$ cat config.mk
export PLATFORM = sky130hd
export DESIGN_NAME = tmtw_ctrl
export DESIGN_NICKNAME = d
export VERILOG_FILES = /design/src/rtl/core/tmtw_pkg.sv /design/src/rtl/core/tmtw_ctrl.sv
export VERILOG_INCLUDE_DIRS = /design/src /design/src/rtl/core
export SDC_FILE = /design/constraint.sdc
export NUM_CORES = 1
export LEC_CHECK = 0
export BUFFER_PORTS_ARGS = -buffer_cell sky130_fd_sc_hd__clkbuf_2
export CAP_MARGIN = 20
export CORE_MARGIN = 2
export CORE_UTILIZATION = 43
export CTS_CLUSTER_SIZE = 8
export DETAILED_ROUTE_END_ITERATION = 10
export PLACE_DENSITY = 0.73
export REMOVE_ABC_BUFFERS = 1
export SYNTH_ARGS = -nofsm -noshare
export SYNTH_HDL_FRONTEND = slang
export SYNTH_SLANG_ARGS = --single-unit
export TNS_END_PERCENT = 50
$ cat constraint.sdc
create_clock -name clk -period 1.5 [get_ports clk]
set_input_delay 0.225 -clock clk [delete_from_list [all_inputs] [get_ports clk]]
set_output_delay 0.225 -clock clk [all_outputs]
set_load 0.01 [all_outputs]
$ cat src/rtl/core/text_mode_terminal_writer_macros.svh
// Assertion macros shared by the console writer RTL.
`ifndef TEXT_MODE_TERMINAL_WRITER_MACROS_SVH
`define TEXT_MODE_TERMINAL_WRITER_MACROS_SVH

`ifndef NO_ASSERTIONS

// ante holds -> cons holds in the same cycle
`define TMTW_ASSERT_IMP(label, clk, rst_n, ante, cons) \
    label: assert property (@(posedge clk) disable iff (!rst_n) (ante) |-> (cons)) \
        else $error("tmtw assertion failed");

// ante holds -> cons holds in the next cycle
`define TMTW_ASSERT_NXT(label, clk, rst_n, ante, cons) \
    label: assert property (@(posedge clk) disable iff (!rst_n) (ante) |=> (cons)) \
        else $error("tmtw assertion failed");

`else

`define TMTW_ASSERT_IMP(label, clk, rst_n, ante, cons)
`define TMTW_ASSERT_NXT(label, clk, rst_n, ante, cons)

`endif

`endif

$ cat src/rtl/core/tmtw_pkg.sv
`default_nettype none

package tmtw_pkg;

    localparam int COLUMNS    = 80;
    localparam int ROWS       = 25;
    localparam int CELL_COUNT = COLUMNS * ROWS;

    localparam int COL_W   = $clog2(COLUMNS);
    localparam int ROW_W   = (ROWS > 2) ? $clog2(ROWS) : 1;
    localparam int ADDR_W  = $clog2(CELL_COUNT);
    localparam int ADDR1_W = ADDR_W + 1;
    localparam int CNT_W   = $clog2(CELL_COUNT + 1);
    localparam int POS_W   = 11;
    localparam int IDX_W   = 11;

    localparam logic [7:0] ATTR_RESET = 8'h07;
    localparam logic [7:0] CH_NL      = 8'd10;
    localparam logic [7:0] CH_CR      = 8'd13;
    localparam logic [7:0] CH_BS      = 8'd8;
    localparam logic [7:0] CH_TAB     = 8'd9;
    localparam logic [7:0] CH_SPACE   = 8'h20;

    typedef enum logic [1:0] {
        ACT_PUT   = 2'd0,
        ACT_CLEAR = 2'd1,
        ACT_READ  = 2'd2,
        ACT_NONE  = 2'd3
    } tmtw_action_t;

    typedef enum logic [3:0] {
        OP_NOP,
        OP_LOAD,
        OP_STORE,
        OP_NEWLINE,
        OP_CR,
        OP_BS,
        OP_CLEAR,
        OP_INIT,
        OP_FILL,
        OP_READ,
        OP_RESULT
    } tmtw_op_t;

    typedef struct packed {
        tmtw_op_t op;
        logic     use_space;
    } tmtw_cmd_t;

    typedef struct packed {
        tmtw_action_t act;
        logic         is_nl;
        logic         is_cr;
        logic         is_bs;
        logic         is_tab;
        logic         col_last;
        logic         row_last;
        logic         fill_last;
        logic [2:0]   tab_n;
    } tmtw_status_t;

    typedef struct packed {
        logic [1:0]       action;
        logic [7:0]       char_code;
        logic [IDX_W-1:0] cell_index;
    } tmtw_in_t;

    typedef struct packed {
        logic [POS_W-1:0] cursor_pos;
        logic             cursor_written;
        logic [15:0]      cell_data;
    } tmtw_out_t;

endpackage

`default_nettype wire

$ cat src/rtl/core/tmtw_ctrl.sv
`default_nettype none

`include "text_mode_terminal_writer_macros.svh"

module tmtw_ctrl
    import tmtw_pkg::*;
(
    input  wire logic         clk,
    input  wire logic         rst_n,
    input  wire logic         in_valid,
    output logic              in_ready,
    output logic              out_valid,
    input  wire logic         out_ready,
    output tmtw_cmd_t         cmd,
    input  wire tmtw_status_t status
);

    typedef enum logic [2:0] {
        S_INIT,
        S_INIT_FILL,
        S_IDLE,
        S_DISPATCH,
        S_TAB,
        S_FILL,
        S_DONE
    } state_t;

    state_t     state_reg, state_next;
    logic [2:0] tab_cnt_reg, tab_cnt_next;
    logic       out_valid_reg, out_valid_next;

    assign in_ready  = (state_reg == S_IDLE);
    assign out_valid = out_valid_reg;

    always_comb
    begin
        state_next     = state_reg;
        tab_cnt_next   = tab_cnt_reg;
        out_valid_next = out_valid_reg;
        cmd.op         = OP_NOP;
        cmd.use_space  = 1'b0;

        if (out_valid_reg && out_ready)
        begin
            out_valid_next = 1'b0;
        end

        case (state_reg)
            S_INIT:
            begin
                cmd.op     = OP_INIT;
                state_next = S_INIT_FILL;
            end
            S_INIT_FILL:
            begin
                cmd.op = OP_FILL;
                if (status.fill_last)
                begin
                    state_next = S_IDLE;
                end
            end
            S_IDLE:
            begin
                if (in_valid)
                begin
                    cmd.op       = OP_LOAD;
                    tab_cnt_next = '0;
                    state_next   = S_DISPATCH;
                end
            end
            S_DISPATCH:
            begin
                case (status.act)
                    ACT_PUT:
                    begin
                        if (status.is_nl)
                        begin
                            cmd.op     = OP_NEWLINE;
                            state_next = status.row_last ? S_FILL : S_DONE;
                        end
                        else if (status.is_cr)
                        begin
                            cmd.op     = OP_CR;
                            state_next = S_DONE;
                        end
                        else if (status.is_bs)
                        begin
                            cmd.op     = OP_BS;
                            state_next = S_DONE;
                        end
                        else if (status.is_tab)
                        begin
                            tab_cnt_next = status.tab_n;
                            state_next   = S_TAB;
                        end
                        else
                        begin
                            cmd.op     = OP_STORE;
                            state_next = (status.col_last && status.row_last) ? S_FILL : S_DONE;
                        end
                    end
                    ACT_CLEAR:
                    begin
                        cmd.op     = OP_CLEAR;
                        state_next = S_FILL;
                    end
                    ACT_READ:
                    begin
                        cmd.op     = OP_READ;
                        state_next = S_DONE;
                    end
                    default:
                    begin
                        state_next = S_DONE;
                    end
                endcase
            end
            S_TAB:
            begin
                cmd.op        = OP_STORE;
                cmd.use_space = 1'b1;
                tab_cnt_next  = tab_cnt_reg - 1'b1;
                if (status.col_last && status.row_last)
                begin
                    state_next = S_FILL;
                end
                else if (tab_cnt_reg == 3'd1)
                begin
                    state_next = S_DONE;
                end
            end
            S_FILL:
            begin
                cmd.op = OP_FILL;
                if (status.fill_last)
                begin
                    state_next = (tab_cnt_reg != '0) ? S_TAB : S_DONE;
                end
            end
            S_DONE:
            begin
                if (!out_valid_reg || out_ready)
                begin
                    cmd.op         = OP_RESULT;
                    out_valid_next = 1'b1;
                    state_next     = S_IDLE;
                end
            end
            default:
            begin
                state_next = S_IDLE;
            end
        endcase
    end

    always_ff @(posedge clk or negedge rst_n)
    begin
        if (!rst_n)
        begin
            state_reg     <= S_INIT;
            tab_cnt_reg   <= '0;
            out_valid_reg <= 1'b0;
        end
        else
        begin
            state_reg     <= state_next;
            tab_cnt_reg   <= tab_cnt_next;
            out_valid_reg <= out_valid_next;
        end
    end

    `TMTW_ASSERT_NXT(a_accept_dispatch, clk, rst_n, in_valid && in_ready,
        state_reg == S_DISPATCH)
    `TMTW_ASSERT_IMP(a_tab_count, clk, rst_n, state_reg == S_TAB, tab_cnt_reg != '0)
    `TMTW_ASSERT_NXT(a_fill_exit, clk, rst_n, state_reg == S_FILL && status.fill_last,
        state_reg == S_TAB || state_reg == S_DONE)
    `TMTW_ASSERT_NXT(a_result_load, clk, rst_n, cmd.op == OP_RESULT,
        out_valid_reg && state_reg == S_IDLE)

endmodule

`default_nettype wire

==> results.md, run 1 <==
- Number of buffers inserted by port buffering: 22
- Share of synthesized area occupied by flip-flops and latches: 26.1%
- Kind of path behind the tightest hold check: input pin to flop
- Area of the core region: 1490 sq um
- Biggest area contributors in the synthesized netlist: sky130_fd_sc_hd__dfrtp_1 (26%), sky130_fd_sc_hd__ha_1 (5.6%), sky130_fd_sc_hd__inv_1 (4.5%)
- Maximum number of pins on one net before global-route repair: 10
- Fin nets: 145
- Result of the run: finished with violations
- Starting density of the core: 45.0%
- Yosys warning count: 0
- Number of global-route vias before repair: 765
- Post-Syn Area per Cell: 7.89 sq um
- Simple-gate area share of the yosys netlist: 30.2%
- Final-report setup violation count: 5
- Leakage: 0.499 nW
- DRC violation count after routing: 0
- Area fraction in compound gates after synthesis: 29.5%
- Share of synthesized cell area in full adder, half adder and majority cells: 5.60%
- Final critical-path required period: 1.57 ns
- Synthesized netlist cell count: 85
- 1st-iter DRT viols: 37
- Main synth FF type: sky130_fd_sc_hd__dfrtp_1
- Power density over the cells: 1870 nW/um^2
- Overall die area: 1890 sq um
- Least-Margin Pin Slew: 0.340 ns
- Highest attainable clock frequency: 636 MHz
- Multiplexer area fraction after synthesis: 0%
- Dominant combinational cell family by area after synthesis: simple AND/OR/NAND/NOR gates
- Total power draw: roughly 1.9 mW
- Placement row count: 14
- Root buffer cell: sky130_fd_sc_hd__clkbuf_4
- Fraction of synthesized cell area in xor and xnor cells: ~1.3%
- Number of detailed-routing iterations run before antenna repair: 4
- Clock Sinks: 7
- Maximum fanout encountered on the critical timing path: 6
- Layout cell share with drive strength beyond 1: 47.2%
- GRT Util Overall: roughly a quarter
- Hold Vio Cnt, Final: 0
- Startpoint types: flop
- Max-Cap Viols: 0
- First-pass GRT wire length: 3400 microns
- Final Routed Wirelength: 2170 microns
- Required @ worst endpoint: roughly 1.3 ns
- Largest vdd supply drop: 0.000946 V
- Final-report max-slew violation count: 0
- Unrepaired setup endpoints after global routing: true
- Critical Path AT: around 1.4 ns
- Total I/O pin count: 23
- CTS clk-pin slew, worst paths: about 0.060 ns
- Post-layout instance count excluding filler cells: 141
- H-tree Lvls: 1
- Routability congestion estimate from global placement: 0.919
- Violations in the final reports: setup timing
- Type of the worst setup path: flop to output port
- Gr ovfl total: 0
- Share of the synthesized area in the top cell type: 26.1%
- Final HPWL DP: 1440 microns
- Async SR Flop Fraction: 100%
- Dominant cell type by area after synthesis: sky130_fd_sc_hd__dfrtp_1
- Antenna-violating nets left: 0
- Post-synth EDFFs: 0
- Detailed-route wire length per cell: 15.4 microns
- Area of the mapped netlist: ~670 sq um
- Clock skew after layout: 0.000111 ns
- Worst reg-to-reg setup slack: approximately 0.010 ns
- Area Growth Syn to Fin: 53.2%
- Util after Layout: between 60 and 70%
- Clock latency reported for the late side of the worst-skew pair: 0.25 ns
- Final period util: 105%
- Clock tree from TritonCTS: built
- Post-Place Cells: 131
- Cts bufs inserted: 3
- ANT cells: 0
- Clock buffer depth: 2
- Endpoint kind of the worst setup timing path: output port
- Width of the die: around 43 microns
- Remaining max-slew budget at the tightest pin: 77.0%
- Number of distinct library cell variants in the gate-level netlist after synthesis: 36
- Die Y: about 43 microns
- Top cell types by occurrence after synthesis: sky130_fd_sc_hd__inv_1 (8), sky130_fd_sc_hd__nor2_1 (8), sky130_fd_sc_hd__dfrtp_1 (7)
- Routed via count: about 820
- Antenna violations before repair: 0
- Register bit total from synthesis: 7
- Setup WS post-layout: -0.0729 ns
- Vias per std cell: 5.79
cell type report:
class / count / area, sq um
repair buffers: 40 / 267
well taps: 16 / 20.0
fillers: 109 / 462
inverters: 8 / 30.0
clock buffers: 4 / 26.3
multi-input cells: 66 / 505
flip-flops and latches: 7 / 179
cells by family (layout without fill, tap and decap cells):
| family | Yosys count | after routing |
|---|---|---|
| adder cells (fa/ha/maj) | 3 | 3 |
| XOR/XNOR | 1 | 1 |
| buffers and inverters | 12 | 52 |
| AND/OR/NAND/NOR | 35 | 35 |
| AO/OA/AOI/OAI | 27 | 27 |
| flip-flops | 7 | 7 |
worst max-delay path, cell delays in order, from the launching register on:
cell and delay, ns:
sky130_fd_sc_hd__dfrtp_2 0.46, sky130_fd_sc_hd__buf_4 0.17, sky130_fd_sc_hd__nor3b_4 0.20, sky130_fd_sc_hd__buf_6 0.14
sky130_fd_sc_hd__clkbuf_2 0.12
per-stage QoR:
stage	instance area [sq um]	setup WS, ns	setup TNS, ns	hold WS (ns)
6_report	1030	-0.0729	-0.293	0.222
2_1_floorplan	652	0.0189	0	-0.0706
4_1_cts	973	-0.0524	-0.224	0.210
5_1_grt	1030	-0.124	-0.542	0.250
3_5_place_dp	872	0.0624	0	0.0825
3_3_place_gp	872	0.0598	0	0.0751
layer usage:
layer  part of all wire [%]  up-vias  global-route usage (%)
met1                     45      377                    32.9
met2                     47       36                    37.0
li1                       -      398                       -
met5                      0        -                       0
met3                    6.0        6                    2.92
met4                    2.1        0                    7.88
repair_timing:
action	CTS	global route
buffers inserted	5	0
endpoints found under the setup margin	6	10
hold endpoints to repair	7	0
pin swaps	6	6
hold buffers	1	0
resized for setup	11	15
power by group:
part / internal (mW) / leakage (nW) / total (mW) / switching (mW)
clock: 0.102 / 0.0150 / 0.178 / 0.0760
combinational: 0.676 / 0.400 / 1.37 / 0.694
sequential: 0.279 / 0.0835 / 0.368 / 0.0886
total: 1.06 / 0.499 / 1.92 / 0.859
layout by cell type, fill, tap and decap left out, types with 2 or more instances in the layout:
cell                       Yosys  layout
sky130_fd_sc_hd__nor3_1        3       2
sky130_fd_sc_hd__nand2_1       5       4
sky130_fd_sc_hd__buf_4         0      12
sky130_fd_sc_hd__inv_1         8       7
sky130_fd_sc_hd__o22ai_1       3       3
sky130_fd_sc_hd__ha_1          3       3
sky130_fd_sc_hd__clkbuf_2      0      18
sky130_fd_sc_hd__dfrtp_2       0       3
sky130_fd_sc_hd__nand3b_1      2       2
sky130_fd_sc_hd__buf_6         0       5
sky130_fd_sc_hd__dfrtp_1       7       4
sky130_fd_sc_hd__nand2b_1      4       4
sky130_fd_sc_hd__a221oi_1      2       2
sky130_fd_sc_hd__nand3_1       3       3
sky130_fd_sc_hd__o21ai_0       3       2
sky130_fd_sc_hd__buf_2         3       4
sky130_fd_sc_hd__a21oi_1       4       3
sky130_fd_sc_hd__clkbuf_4      0       3
sky130_fd_sc_hd__nor2_1        8       8
sky130_fd_sc_hd__a21o_1        2       2
sky130_fd_sc_hd__a31oi_1       3       3
path summary, 6_finish.rpt:
kind,startpoint,end,cells past startpoint
worst max-delay path,state_reg[1],cmd[0],4
worst min-delay path,status[2],tab_cnt_reg[2],3
worst max register to register,state_reg[2],state_reg[1],6
worst min register to register,tab_cnt_reg[2],tab_cnt_reg[2],3
max in group asynchronous,rst_n,state_reg[2],2
min in group asynchronous,rst_n,tab_cnt_reg[0],2
(Power assumes the default switching activity.)
==> run 2: changes to the inputs <==
--- a/config.mk
+++ b/config.mk
@@ -6,14 +6,15 @@
 export SDC_FILE = /design/constraint.sdc
 export NUM_CORES = 1
 export LEC_CHECK = 0
-export BUFFER_PORTS_ARGS = -buffer_cell sky130_fd_sc_hd__clkbuf_2
 export CAP_MARGIN = 20
-export CORE_MARGIN = 2
-export CORE_UTILIZATION = 43
+export CORE_AREA = 2 2 39 41
 export CTS_CLUSTER_SIZE = 8
 export DETAILED_ROUTE_END_ITERATION = 10
-export PLACE_DENSITY = 0.73
+export DIE_AREA = 0 0 41 43
+export DONT_BUFFER_PORTS = 1
+export PLACE_DENSITY = 0.68
 export REMOVE_ABC_BUFFERS = 1
+export SKIP_CTS_REPAIR_TIMING = 1
 export SYNTH_ARGS = -nofsm -noshare
 export SYNTH_HDL_FRONTEND = slang
 export SYNTH_SLANG_ARGS = --single-unit
==> constraint.sdc (replaced) <==
create_clock -name clk -period 1.4 [get_ports clk]
set_input_delay 0.21 -clock clk [delete_from_list [all_inputs] [get_ports clk]]
set_output_delay 0.21 -clock clk [all_outputs]
set_load 0.01 [all_outputs]
==> results.md, run 2 (same netlist as run 1, synthesis figures left out) <==
- Total power draw: 2.02 mW (+5.4%)
- Required @ worst endpoint: 1.19 ns (-0.08 ns)
- Clock latency reported for the late side of the worst-skew pair: 0.25 ns (about the same)
- Part of the total power dissipated in the clock network: 9.4% (about the same)
- Kind of path behind the tightest hold check: input pin to flop
- Routability congestion estimate from global placement: 0.910 (-0.98%)
- Vias per std cell: 6.02 (+3.8%)
- Largest vdd supply drop: 0.00119 V (+26%)
- CTS clk-pin slew, worst paths: 0.06 ns (about the same)
- First-pass GRT wire length: 2750 microns (-19%)
- Number of buffers inserted by port buffering: 0 (-100%)
- 1st-iter DRT viols: 20 (-46%)
- Final-layout setup total negative slack: -0.863 ns (-0.570 ns)
- Clock Sinks: 7 (unchanged)
- Combinational Power Share: 71.3% (-0.2 points)
- Critical Path AT: 1.33 ns (-0.02 ns)
- Antenna-violating nets left: 0 (unchanged)
- Internal power summed over all cells: 1.15 mW (+8.6%)
- Final-report setup violation count: 10 (+5)
- Final critical-path required period: 1.54 ns
- Proportion of total power due to net switching: 43.1% (-1.7 points)
- Final Routed Wirelength: 1970 microns (-9.3%)
- Maximum number of pins on one net before global-route repair: 9 (-1)
- Area Growth Syn to Fin: 40.3%
- Gr ovfl total: 0 (unchanged)
- Final HPWL DP: 1350 microns (-6.4%)
- Starting density of the core: 48.5% (+3.4 points)
- Cts bufs inserted: 3 (unchanged)
- Width of the die: 41 microns (-5.7%)
- Layout cell share with drive strength beyond 1: 39.8% (-7.4 points)
- Leakage: 0.430 nW (-14%)
- Routed via count: 746 (-8.7%)
- Detailed-route wire length per cell: 15.8 microns (+3.2%)
- Least-Margin Pin Slew: 0.362 ns (+0.0216 ns)
- Root buffer cell: sky130_fd_sc_hd__clkbuf_4
- Most used cells in the layout excluding fill and tap cells: sky130_fd_sc_hd__buf_4 (18), sky130_fd_sc_hd__nor2_1 (7), sky130_fd_sc_hd__inv_1 (6)
- Setup WS post-layout: -0.142 ns (-0.0693 ns)
- Result of the run: finished with violations
- Overall die area: 1760 sq um (-6.8%)
- Most common library cell in the layout ignoring fill and taps: sky130_fd_sc_hd__buf_4
- Number of detailed-routing iterations run before antenna repair: 4 (unchanged)
- Maximum fanout encountered on the critical timing path: 5 (-1)
- DRC violation count after routing: 0 (unchanged)
- Antenna violations before repair: 0 (unchanged)
- Endpoint kind of the worst setup timing path: output port
- Violations in the final reports: setup timing
- Hold Vio Cnt, Final: 0 (unchanged)
- H-tree Lvls: 1 (unchanged)
- Clock skew after layout: 0.00831 ns (+0.00819 ns)
- Power density over the cells: 2150 nW/um^2 (+15%)
- Worst Setup Slack post-DPL: -0.0829 ns (-0.145 ns)
- Final-report max-slew violation count: 0 (unchanged)
- Register share of total power: 19.4% (+0.2 points)
- Multi-input gate area in the final layout: 497 sq um (-1.7%)
- ANT cells: 0 (unchanged)
- Clock tree from TritonCTS: built
- Remaining max-slew budget at the tightest pin: 75.6% (-1.4 points)
- Unrepaired setup endpoints after global routing: true
- Max-Cap Viols: 0 (unchanged)
- Final period util: 110%
- Fin nets: 128 (-12%)
- Area of the core region: 1380 sq um (-7.1%)
- Clock buffer depth: 2 (unchanged)
- Type of the worst setup path: flop to output port
- Highest attainable clock frequency: ~650 MHz
- Placement row count: 14 (unchanged)
- Sequential standard cell area: 178 sq um (-0.70%)
- Switch Pwr: 0.871 mW (+1.5%)
- Total I/O pin count: 23 (unchanged)
- GRT Util Overall: 22.5% (-0.89 points)
- Filler Cell Count: 108 (-0.92%)
- Number of global-route vias before repair: 655 (-14%)
- Die Y: 43 microns (-1.1%)
- Startpoint types: flop
## run 2: worst paths after layout
kind,startpoint,to,slack (ns),cells past startpoint
setup / recovery,state_reg[1],cmd[2],-0.14,5
hold / removal,status[2],tab_cnt_reg[2],0.11,2
setup reg to reg,state_reg[2],tab_cnt_reg[2],-0.10,5
hold reg to reg,tab_cnt_reg[2],tab_cnt_reg[2],0.58,3
max in group asynchronous,rst_n,state_reg[2],0.82,1
min in group asynchronous,rst_n,tab_cnt_reg[0],0.30,1
## run 2: power by group through the flow
stage,Combinational [mW],Sequential (mW),Clock (mW)
after floorplan,0.605,0.432,0
after global placement,1.10,0.389,0
after detailed placement,1.11,0.390,0
after CTS,1.11,0.386,0.188
after global routing,1.55,0.407,0.212
final,1.44,0.391,0.189
## run 2: critical path, stage by stage, from the launching register on
cell and delay, ns:
sky130_fd_sc_hd__dfrtp_1 0.43, sky130_fd_sc_hd__buf_6 0.15, sky130_fd_sc_hd__inv_2 0.05, sky130_fd_sc_hd__buf_4 0.14
sky130_fd_sc_hd__a21oi_1 0.18, sky130_fd_sc_hd__o22ai_2 0.14
## run 2: final cells by class
| class | count | area share (%) |
|---|---|---|
| inverters | 8 | 3.19 |
| clock buffers | 4 | 2.79 |
| well taps | 16 | 2.13 |
| flip-flops and latches | 7 | 18.9 |
| repair buffers | 23 | 20.2 |
| multi-input cells | 66 | 52.8 |
## run 2: metrics by stage
stage               utilization [%]  hold slack (ns)  instance area (sq um)  cells
floorplan                         -          -0.0856                    652     81
global placement               57.2          -0.0854                    792    113
detailed placement             57.2          -0.0854                    792    113
CTS                            59.1           -0.354                    818    117
global route                   68.0            0.120                    941    124
finish                         68.0            0.110                    941    124
## run 2: routing by layer
| layer | up-vias | global-route usage (%) | part of all wire, % |
|---|---|---|---|
| li1 | 362 | - | - |
| met3 | 2 | 7.33 | 6.7 |
| met1 | 351 | 31.9 | 46 |
| met5 | - | 0 | 0 |
| met2 | 31 | 31.6 | 47 |
| met4 | 0 | 6.67 | 0.71 |
